### src/rtl/tscs_pkg.sv
`timescale 1ns / 1ps
// Package of the transactional shadow call stack: beat types, command and status codes,
// entry kinds, sequencer states and the controller/datapath command and status structs.
// No dependencies.
package tscs_pkg;

   localparam int DEF_THREADS       = 16;
   localparam int DEF_STACK_ENTRIES = 512;
   localparam int ADDR_W            = 48;
   localparam int KIND_W            = 2;
   localparam int ENTRY_W           = ADDR_W + KIND_W;
   localparam int DEPTH_OUT_W       = 10;

   localparam logic [2:0] CMD_CALL   = 3'd0;
   localparam logic [2:0] CMD_RET    = 3'd1;
   localparam logic [2:0] CMD_BEGIN  = 3'd2;
   localparam logic [2:0] CMD_COMMIT = 3'd3;
   localparam logic [2:0] CMD_ABORT  = 3'd4;
   localparam logic [2:0] CMD_START  = 3'd5;
   localparam logic [2:0] CMD_FORK   = 3'd6;
   localparam logic [2:0] CMD_RSVD   = 3'd7;

   localparam logic [2:0] ST_OK          = 3'd0;
   localparam logic [2:0] ST_ABORT_NOTXN = 3'd1;
   localparam logic [2:0] ST_FORK_IN_TXN = 3'd2;
   localparam logic [2:0] ST_OVERFLOW    = 3'd3;
   localparam logic [2:0] ST_NOT_STARTED = 3'd4;

   localparam logic [KIND_W-1:0] KIND_CALL  = 2'd0;
   localparam logic [KIND_W-1:0] KIND_RET   = 2'd1;
   localparam logic [KIND_W-1:0] KIND_BEGIN = 2'd2;

   typedef struct packed {
      logic [2:0]        cmd;
      logic [3:0]        thread;
      logic [3:0]        parent_thread;
      logic [ADDR_W-1:0] target_addr;
      logic              is_sigreturn;
   } req_type;

   typedef struct packed {
      logic [2:0]             status;
      logic [DEPTH_OUT_W-1:0] stack_depth;
      logic                   in_transaction;
   } rsp_type;

   typedef enum logic [3:0] {
      S_IDLE,
      S_EXEC,
      S_RET_TEST,
      S_RET_CHK,
      S_RET_REC,
      S_CMT_TEST,
      S_CMT_CHK,
      S_COPY_RD,
      S_COPY_WR,
      S_FORK_FIN,
      S_FIN
   } state_type;

   typedef enum logic [4:0] {
      DP_NONE,
      DP_LOAD,
      DP_STATUS,
      DP_CALL,
      DP_BEGIN,
      DP_ABORT,
      DP_START,
      DP_RET_INIT,
      DP_RET_READ,
      DP_RET_POP,
      DP_RET_STEP,
      DP_RET_REC,
      DP_CMT_INIT,
      DP_CMT_READ,
      DP_CMT_CALL,
      DP_CMT_RET,
      DP_CMT_SKIP,
      DP_FORK_INIT,
      DP_COPY_READ,
      DP_COPY_WRITE,
      DP_FORK_FIN,
      DP_FINISH
   } dp_op_type;

   typedef struct packed {
      dp_op_type  op;
      logic       sel_parent;
      logic [2:0] code;
   } ctl_type;

   typedef struct packed {
      logic [2:0] cmd;
      logic       sig;
      logic       t_ok;
      logic       p_ok;
      logic       same;
      logic       live;
      logic       open;
      logic       full;
      logic       sidx_zero;
      logic       sidx_full;
      logic       is_call;
      logic       is_ret;
      logic       match;
      logic       r_done;
      logic       rsp_busy;
   } stat_type;

endpackage

### src/rtl/tscs_ctrl.sv
`timescale 1ns / 1ps
// Sequencer of the shadow call stack: decodes the request and steps the datapath
// through searches, replays and copies. Depends on tscs_pkg.
module tscs_ctrl
   import tscs_pkg::*;
(
   input  logic     clock,
   input  logic     reset,
   input  logic     req_valid,
   output logic     req_ready,
   input  stat_type stat,
   output ctl_type  ctl
);

   state_type state_ff, state_in;
   logic      in_cmt_ff, in_cmt_in;
   state_type ret_back;

   always_ff @(posedge clock) begin
      if (reset) begin
         state_ff  <= S_IDLE;
         in_cmt_ff <= 1'b0;
      end else begin
         state_ff  <= state_in;
         in_cmt_ff <= in_cmt_in;
      end
   end

   assign ret_back = in_cmt_ff ? S_CMT_TEST : S_FIN;

   always_comb begin
      state_in       = state_ff;
      in_cmt_in      = in_cmt_ff;
      ctl.op         = DP_NONE;
      ctl.sel_parent = 1'b0;
      ctl.code       = ST_OK;
      req_ready      = 1'b0;
      unique case (state_ff)
         S_IDLE: begin
            req_ready = !stat.rsp_busy;
            if (req_valid && !stat.rsp_busy) begin
               ctl.op   = DP_LOAD;
               state_in = S_EXEC;
            end
         end
         S_EXEC: begin
            ctl.sel_parent = (stat.cmd == CMD_FORK);
            state_in       = S_FIN;
            in_cmt_in      = 1'b0;
            if (stat.cmd <= CMD_ABORT && (!stat.t_ok || !stat.live)) begin
               ctl.op   = DP_STATUS;
               ctl.code = ST_NOT_STARTED;
            end else begin
               unique case (stat.cmd)
                  CMD_CALL: begin
                     if (stat.full) begin
                        ctl.op   = DP_STATUS;
                        ctl.code = ST_OVERFLOW;
                     end else begin
                        ctl.op = DP_CALL;
                     end
                  end
                  CMD_RET: begin
                     if (!stat.sig) begin
                        ctl.op   = DP_RET_INIT;
                        state_in = S_RET_TEST;
                     end
                  end
                  CMD_BEGIN: begin
                     if (!stat.open) begin
                        if (stat.full) begin
                           ctl.op   = DP_STATUS;
                           ctl.code = ST_OVERFLOW;
                        end else begin
                           ctl.op = DP_BEGIN;
                        end
                     end
                  end
                  CMD_COMMIT: begin
                     if (stat.open) begin
                        ctl.op   = DP_CMT_INIT;
                        state_in = S_CMT_TEST;
                     end
                  end
                  CMD_ABORT: begin
                     if (stat.open) begin
                        ctl.op = DP_ABORT;
                     end else begin
                        ctl.op   = DP_STATUS;
                        ctl.code = ST_ABORT_NOTXN;
                     end
                  end
                  CMD_START: begin
                     if (!stat.t_ok) begin
                        ctl.op   = DP_STATUS;
                        ctl.code = ST_NOT_STARTED;
                     end else if (!stat.live) begin
                        ctl.op = DP_START;
                     end
                  end
                  CMD_FORK: begin
                     if (!stat.t_ok || !stat.p_ok || !stat.live) begin
                        ctl.op   = DP_STATUS;
                        ctl.code = ST_NOT_STARTED;
                     end else if (stat.open) begin
                        ctl.op   = DP_STATUS;
                        ctl.code = ST_FORK_IN_TXN;
                     end else begin
                        ctl.op   = DP_FORK_INIT;
                        state_in = stat.same ? S_FORK_FIN : S_COPY_RD;
                     end
                  end
                  default: begin
                     ctl.op = DP_NONE;
                  end
               endcase
            end
         end
         S_RET_TEST: begin
            if (stat.sidx_zero) begin
               state_in = S_RET_REC;
            end else begin
               ctl.op   = DP_RET_READ;
               state_in = S_RET_CHK;
            end
         end
         S_RET_CHK: begin
            if (!stat.is_call) begin
               state_in = S_RET_REC;
            end else if (stat.match) begin
               ctl.op   = DP_RET_POP;
               state_in = ret_back;
            end else begin
               ctl.op   = DP_RET_STEP;
               state_in = S_RET_TEST;
            end
         end
         S_RET_REC: begin
            if (stat.sidx_full) begin
               ctl.op   = DP_STATUS;
               ctl.code = ST_OVERFLOW;
            end else begin
               ctl.op = DP_RET_REC;
            end
            state_in = ret_back;
         end
         S_CMT_TEST: begin
            if (stat.r_done) begin
               state_in = S_FIN;
            end else begin
               ctl.op   = DP_CMT_READ;
               state_in = S_CMT_CHK;
            end
         end
         S_CMT_CHK: begin
            if (stat.is_call) begin
               ctl.op   = DP_CMT_CALL;
               state_in = S_CMT_TEST;
            end else if (stat.is_ret) begin
               ctl.op    = DP_CMT_RET;
               in_cmt_in = 1'b1;
               state_in  = S_RET_TEST;
            end else begin
               ctl.op   = DP_CMT_SKIP;
               state_in = S_CMT_TEST;
            end
         end
         S_COPY_RD: begin
            if (stat.r_done) begin
               state_in = S_FORK_FIN;
            end else begin
               ctl.op   = DP_COPY_READ;
               state_in = S_COPY_WR;
            end
         end
         S_COPY_WR: begin
            ctl.op   = DP_COPY_WRITE;
            state_in = S_COPY_RD;
         end
         S_FORK_FIN: begin
            ctl.op   = DP_FORK_FIN;
            state_in = S_FIN;
         end
         S_FIN: begin
            ctl.op   = DP_FINISH;
            state_in = S_IDLE;
         end
         default: begin
            state_in = S_IDLE;
         end
      endcase
   end

endmodule

### config.mk
export PLATFORM = sky130hd
export DESIGN_NAME = tscs_ctrl
export DESIGN_NICKNAME = d
export VERILOG_FILES = /design/src/rtl/tscs_pkg.sv /design/src/rtl/tscs_ctrl.sv
export SDC_FILE = /design/constraint.sdc
export NUM_CORES = 1
export LEC_CHECK = 0
export BUFFER_PORTS_ARGS = -buffer_cell sky130_fd_sc_hd__buf_2
export CELL_PAD_IN_SITES_DETAIL_PLACEMENT = 1
export CELL_PAD_IN_SITES_GLOBAL_PLACEMENT = 1
export CORE_MARGIN = 4
export CORE_UTILIZATION = 39
export CTS_BUF_LIST = sky130_fd_sc_hd__clkbuf_4
export CTS_CLUSTER_DIAMETER = 40
export DETAILED_ROUTE_END_ITERATION = 10
export PLACE_DENSITY_LB_ADDON = 0.1
export SYNTH_ARGS = -nofsm -noshare
export SYNTH_HDL_FRONTEND = slang
export SYNTH_SLANG_ARGS = --single-unit
### constraint.sdc
create_clock -name clock -period 2.6 [get_ports clock]
set_input_delay 0.39 -clock clock [delete_from_list [all_inputs] [get_ports clock]]
set_output_delay 0.39 -clock clock [all_outputs]
set_load 0.01 [all_outputs]
## Word-level counts from Yosys, hierarchy flattened

Cells that the tools add are included.

- $lt $le $gt $ge: 1
- Equal/unequal tests: 19
- $mul: 0
- Divide/modulo/power cells: 0
- Muxes and demuxes: 54
- Shift operators: 0
- Add/subtract/negate cells: 0
- Reduce and logical (&&, ||, !) cells: 13
- Bitwise gates (word level): 0

Operator list:

| operator | number |
|---|---|
| 4-bit two-way mux | 16 |
| 5-bit one-hot mux with 11 select lines | 1 |
| 4-bit one-hot mux with 10 select lines | 1 |
| 3-bit two-way mux | 12 |
| 5-bit one-hot mux with 7 select lines | 1 |
| 5-bit two-way mux | 6 |
| 4-bit by 3-bit == test with 1-bit output (second input constant) | 4 |
| 3-bit one-hot mux with 5 select lines | 1 |
| 4-bit == test (second input constant) | 3 |
| 4-bit one-hot mux with 3 select lines | 1 |
| 2-bit two-way mux | 5 |
| 3-bit == test (second input constant) | 3 |
| 4-bit by 2-bit == test with 1-bit output (second input constant) | 2 |
| 1-bit two-way mux | 8 |
| 3-bit by 2-bit == test with 1-bit output (second input constant) | 2 |
| 2-bit inequality test (second input constant) | 3 |
| 3-bit one-hot mux with 2 select lines | 1 |
| 4-bit by 1-bit == test with 1-bit output (second input constant) | 1 |
| 1-bit zero test | 4 |
| 4-bit zero test | 1 |
| 3-bit by 1-bit == test with 1-bit output (second input constant) | 1 |
| 3-bit less-or-equal comparator (second input constant) | 1 |
| 3-bit zero test | 1 |
| 1-bit logical OR | 3 |
| other kinds (4) | 5 |

- Bits in registers: 5
- Bits in read-only memories: 0
- RAM bits: 0
- Memories: 0
- Latch bits: 0

## Logic depth before layout (Yosys ltp)

- Depth in word-level cells: 7
- Depth in mapped cells: 7
- Mapped depth without buffers: 5

## Worst setup path after synthesis

OpenSTA, ideal clock, no wires.

- Kind: input to output
- Start: in stat[8] (netlist name)
- End: out ctl[5] (netlist name)
- Data required time: 2.210 ns
- Arrival: 1.451 ns
- Setup slack: 0.759 ns
- Stages on the path: 6
- Path through: buf_6 > nor2b_4 > nand2_1 > a31oi_1 > a211oi_1 > or4_1

RTL lines:

| element | line | RTL |
|---|---|---|
| start, declared | tscs_ctrl.sv:11 | `input stat_type stat,` |
| end, declared | tscs_ctrl.sv:12 | `output ctl_type ctl` |

==> impl_metrics.toml <==
[worst_setup_path]
r2r_end = "state_ff[2]"
worst_ep_required_time_ns = 2.21
critical_path.startpoint_type = "flip-flop"
rrSetupSlack_ns = 0.96
timing.reg2reg.worst_path_depth = 5
data_arrival_time_at_the_worst_slack_endpoint_ns = 1.98
worstSetupEndpointType = "output port"
worst-path-max-fanout = 12
critical_path_class = "flip-flop to output port"
r2r-start = "state_ff[2]"

[worst_hold_path]
min_path_cells = 2
holdCritPathClass = "input port to flip-flop"
min_delay_worst_endpoint = "in_cmt_ff"
beginning_of_the_worst_hold_path = "reset"

[power_and_ir_drop]
p_clk_frac = 0.130
total_leakage_power_uw = 0.000481
cellPowerDensity_mw_per_mm2 = 657
power.switching_uw = 385
power.share.switching = 0.505
int_pwr_uw = 378
sequential_share_of_power = 0.173
vdd_drop_max_mv = 0.505
power.share.combinational = 0.697

[timing]
final_setup_vio_count = 0
timing.slew.headroom = 0.629
timing.final.crit_period_ns = 2.37
achievable-frequency_ghz = 0.421
grt_setup_unrepaired = "no"
worst-slew-pin-transition_ns = 0.542
fin_worst_skew_ns = 0.00552
finalMaxSlewViolations = 0
period_share = 0.913
report.final.hold_viol_count = 0
finalSetupTns_ns = 0

[detailed_routing]
firstDrtPassIters = 4
vias = 1223
route.final.wire_length_um = 3310
detailedRoute.firstIterationViolations = 53
detail-route-antenna-nets = 0
avgViaCountPerCell = 5.97
wl_per_cell_um = 16.1
post-route-drc-count = 0

[synth]
yosysSeqAreaShare = 0.0994
yosys_warnings = 0
syn_area_per_cell_sq_um = 6.67
synth_enable_flop_cells = 0
number_of_register_bits_inferred_by_synthesis = 5
yosys.area.top_type = "sky130_fd_sc_hd__dfxtp_1"
synthesis.nets = 171
synthCells = 151
synth_top_area_frac = 0.0994
library_cells_used_by_synthesis = 53
netlist_top_cells_area = "sky130_fd_sc_hd__dfxtp_1 9.9%, sky130_fd_sc_hd__a21oi_1 7.5%, sky130_fd_sc_hd__nor2_1 6.3%, sky130_fd_sc_hd__nand2_1 5.2%, sky130_fd_sc_hd__nand2b_1 5.0%"
synth-async-reset-ratio = 0
combined_area_of_all_synthesized_cells_sq_mm = 0.00101
synthFlopType = "sky130_fd_sc_hd__dfxtp_1"

[finish]
syn2layout_area_growth_pct = 15.3
final_area_sq_mm = 0.00116
post-route-util = 0.469
stdcell_count = 205
nets = 196
final_layout_size_suffix_gt1_frac = 0.269
layout.filler_cells = 342
num_antenna_cells = 0

[clock_tree]
ctsLongestPathBuffers = 2
cts.root.buffer_cell = "sky130_fd_sc_hd__clkbuf_4"
clk_pin_slew_worst_paths_ns = 0.05
cts_num_sinks = 5
cts_made_buffers = 3
clock_insertion_delay_worst_skew_ns = 0.24
cts_tree = "done"
htreeDepth = 1
postCtsSetupRepairBufs = 0
post_cts.resized_instances = 0
cts_hold_buffers = 0

[placed_design]
place_area_sq_mm = 0.00113
number_of_buffers_inserted_by_port_buffering = 29
gp_routability_congestion = 0.899
place_hpwl_um = 2690
dp.cells = 201

[die]
core_sq_mm = 0.00248
num_rows = 18
die_area_sq_mm = 0.00346
die_h_um = 58.8
initial_core_util = 0.407
io_pins = 30
die_width_um = 58.8

[job]
max_cap_violations = 0

[grt]
grt_util_all_layers = 0.200
antenna_violations_before_repair = 0
grt_max_degree = 20
overflow = 0
grt_first_pass_wirelength_um = 5450
via_count_of_the_first_global_routing_pass = 1146

[outcome]
status = "completed"
## critical path, cell delays in order, from the launching register on
cell                        delay (ns)
sky130_fd_sc_hd__dfxtp_1          0.40
sky130_fd_sc_hd__nor2_1           0.28
sky130_fd_sc_hd__nand2_2          0.22
sky130_fd_sc_hd__a2111oi_0        0.54
sky130_fd_sc_hd__or4_1            0.19
sky130_fd_sc_hd__buf_2            0.12
## Yosys cell counts (2+ instances only)
cell	count
sky130_fd_sc_hd__o211ai_1	2
sky130_fd_sc_hd__a221o_1	2
sky130_fd_sc_hd__a21oi_1	15
sky130_fd_sc_hd__inv_1	3
sky130_fd_sc_hd__o32ai_1	3
sky130_fd_sc_hd__nor3_1	3
sky130_fd_sc_hd__buf_2	5
sky130_fd_sc_hd__dfxtp_1	5
sky130_fd_sc_hd__clkbuf_1	2
sky130_fd_sc_hd__or3_1	2
sky130_fd_sc_hd__nand2b_1	8
sky130_fd_sc_hd__nor2b_4	3
sky130_fd_sc_hd__nor2b_1	4
sky130_fd_sc_hd__and2b_1	2
sky130_fd_sc_hd__buf_6	3
sky130_fd_sc_hd__o2111ai_1	2
sky130_fd_sc_hd__a21o_1	2
sky130_fd_sc_hd__o21ai_0	3
sky130_fd_sc_hd__nand4_1	2
sky130_fd_sc_hd__o41ai_1	2
sky130_fd_sc_hd__o21ai_1	3
sky130_fd_sc_hd__a211oi_1	2
sky130_fd_sc_hd__a31oi_1	6
sky130_fd_sc_hd__nor4_1	5
sky130_fd_sc_hd__nor2_1	17
sky130_fd_sc_hd__nand2_1	14
sky130_fd_sc_hd__nand3_1	4
sky130_fd_sc_hd__and2_1	2
## metrics by stage
step | total power, uW | worst slack, ns | hold slack (ns)
floorplan | 525 | 0.759 | 0.463
global placement | 658 | 0.370 | 0.580
detailed placement | 660 | 0.466 | 0.583
CTS | 763 | 0.241 | 0.330
global route | 831 | 0.0588 | 0.336
finish | 763 | 0.227 | 0.337
## area by class of cell
class	count	area, sq um	share of cell area
Sequential cell	5	100	0.0862
Inverter	4	15.0	0.0129
Clock buffer	4	30.0	0.0259
Timing Repair Buffer	31	160	0.138
Multi-Input combinational cell	131	818	0.705
Tap cell	30	37.5	0.0323
## worst max path at each step
stage,slack (ns),endpoint,start
floorplan,0.76,ctl[5],stat[8]
global placement,0.37,ctl[5],state_ff[2]
detailed placement,0.47,ctl[6],stat[14]
CTS,0.24,ctl[5],state_ff[2]
global route,0.06,ctl[5],state_ff[2]
finish,0.23,ctl[5],state_ff[2]
## layout by cell type, fill, tap and decap left out, types with 3 or more instances in the layout
cell type,netlist,routed
sky130_fd_sc_hd__a21oi_1,15,15
sky130_fd_sc_hd__a31oi_1,6,6
sky130_fd_sc_hd__buf_2,5,29
sky130_fd_sc_hd__clkbuf_4,0,4
sky130_fd_sc_hd__dfxtp_1,5,5
sky130_fd_sc_hd__inv_1,3,3
sky130_fd_sc_hd__nand2_1,14,14
sky130_fd_sc_hd__nand2b_1,8,8
sky130_fd_sc_hd__nand3_1,4,4
sky130_fd_sc_hd__nor2_1,17,17
sky130_fd_sc_hd__nor2b_1,4,4
sky130_fd_sc_hd__nor2b_4,3,3
sky130_fd_sc_hd__nor3_1,3,3
sky130_fd_sc_hd__nor4_1,5,5
sky130_fd_sc_hd__o21ai_0,3,3
sky130_fd_sc_hd__o21ai_1,3,3
sky130_fd_sc_hd__o32ai_1,3,3
## routing by layer
metal  vias up  share of wire  GRT usage
li1        619              -          -
met1       574           0.52      0.313
met2        28           0.43      0.297
met3         2          0.049     0.0132
met4         0         0.0012     0.0388
met5         -              0          0
## kinds of logic (layout without fill, tap and decap cells)
kind of cell	after synthesis	count (layout)	share of synthesized area
buffers and inverters	15	39	0.0882
flip-flops	5	5	0.0994
multiplexers	1	1	0.00994
AO/OA/AOI/OAI	52	52	0.357
XOR/XNOR	1	1	0.00870
AND/OR/NAND/NOR	77	77	0.437
## registers in the layout, summed over array words and instances, names as in the netlist
name,count
state_ff,4
in_cmt_ff,1
## power groups by stage
stage	Clock (uW)	Combinational, uW	Sequential (uW)
4_1_cts	102	530	132
6_report	99.1	532	132
3_3_place_gp	0	524	133
3_5_place_dp	0	527	132
2_1_floorplan	0	414	111
5_1_grt	110	583	138
Note: power is estimated with default switching activity, not from simulation.
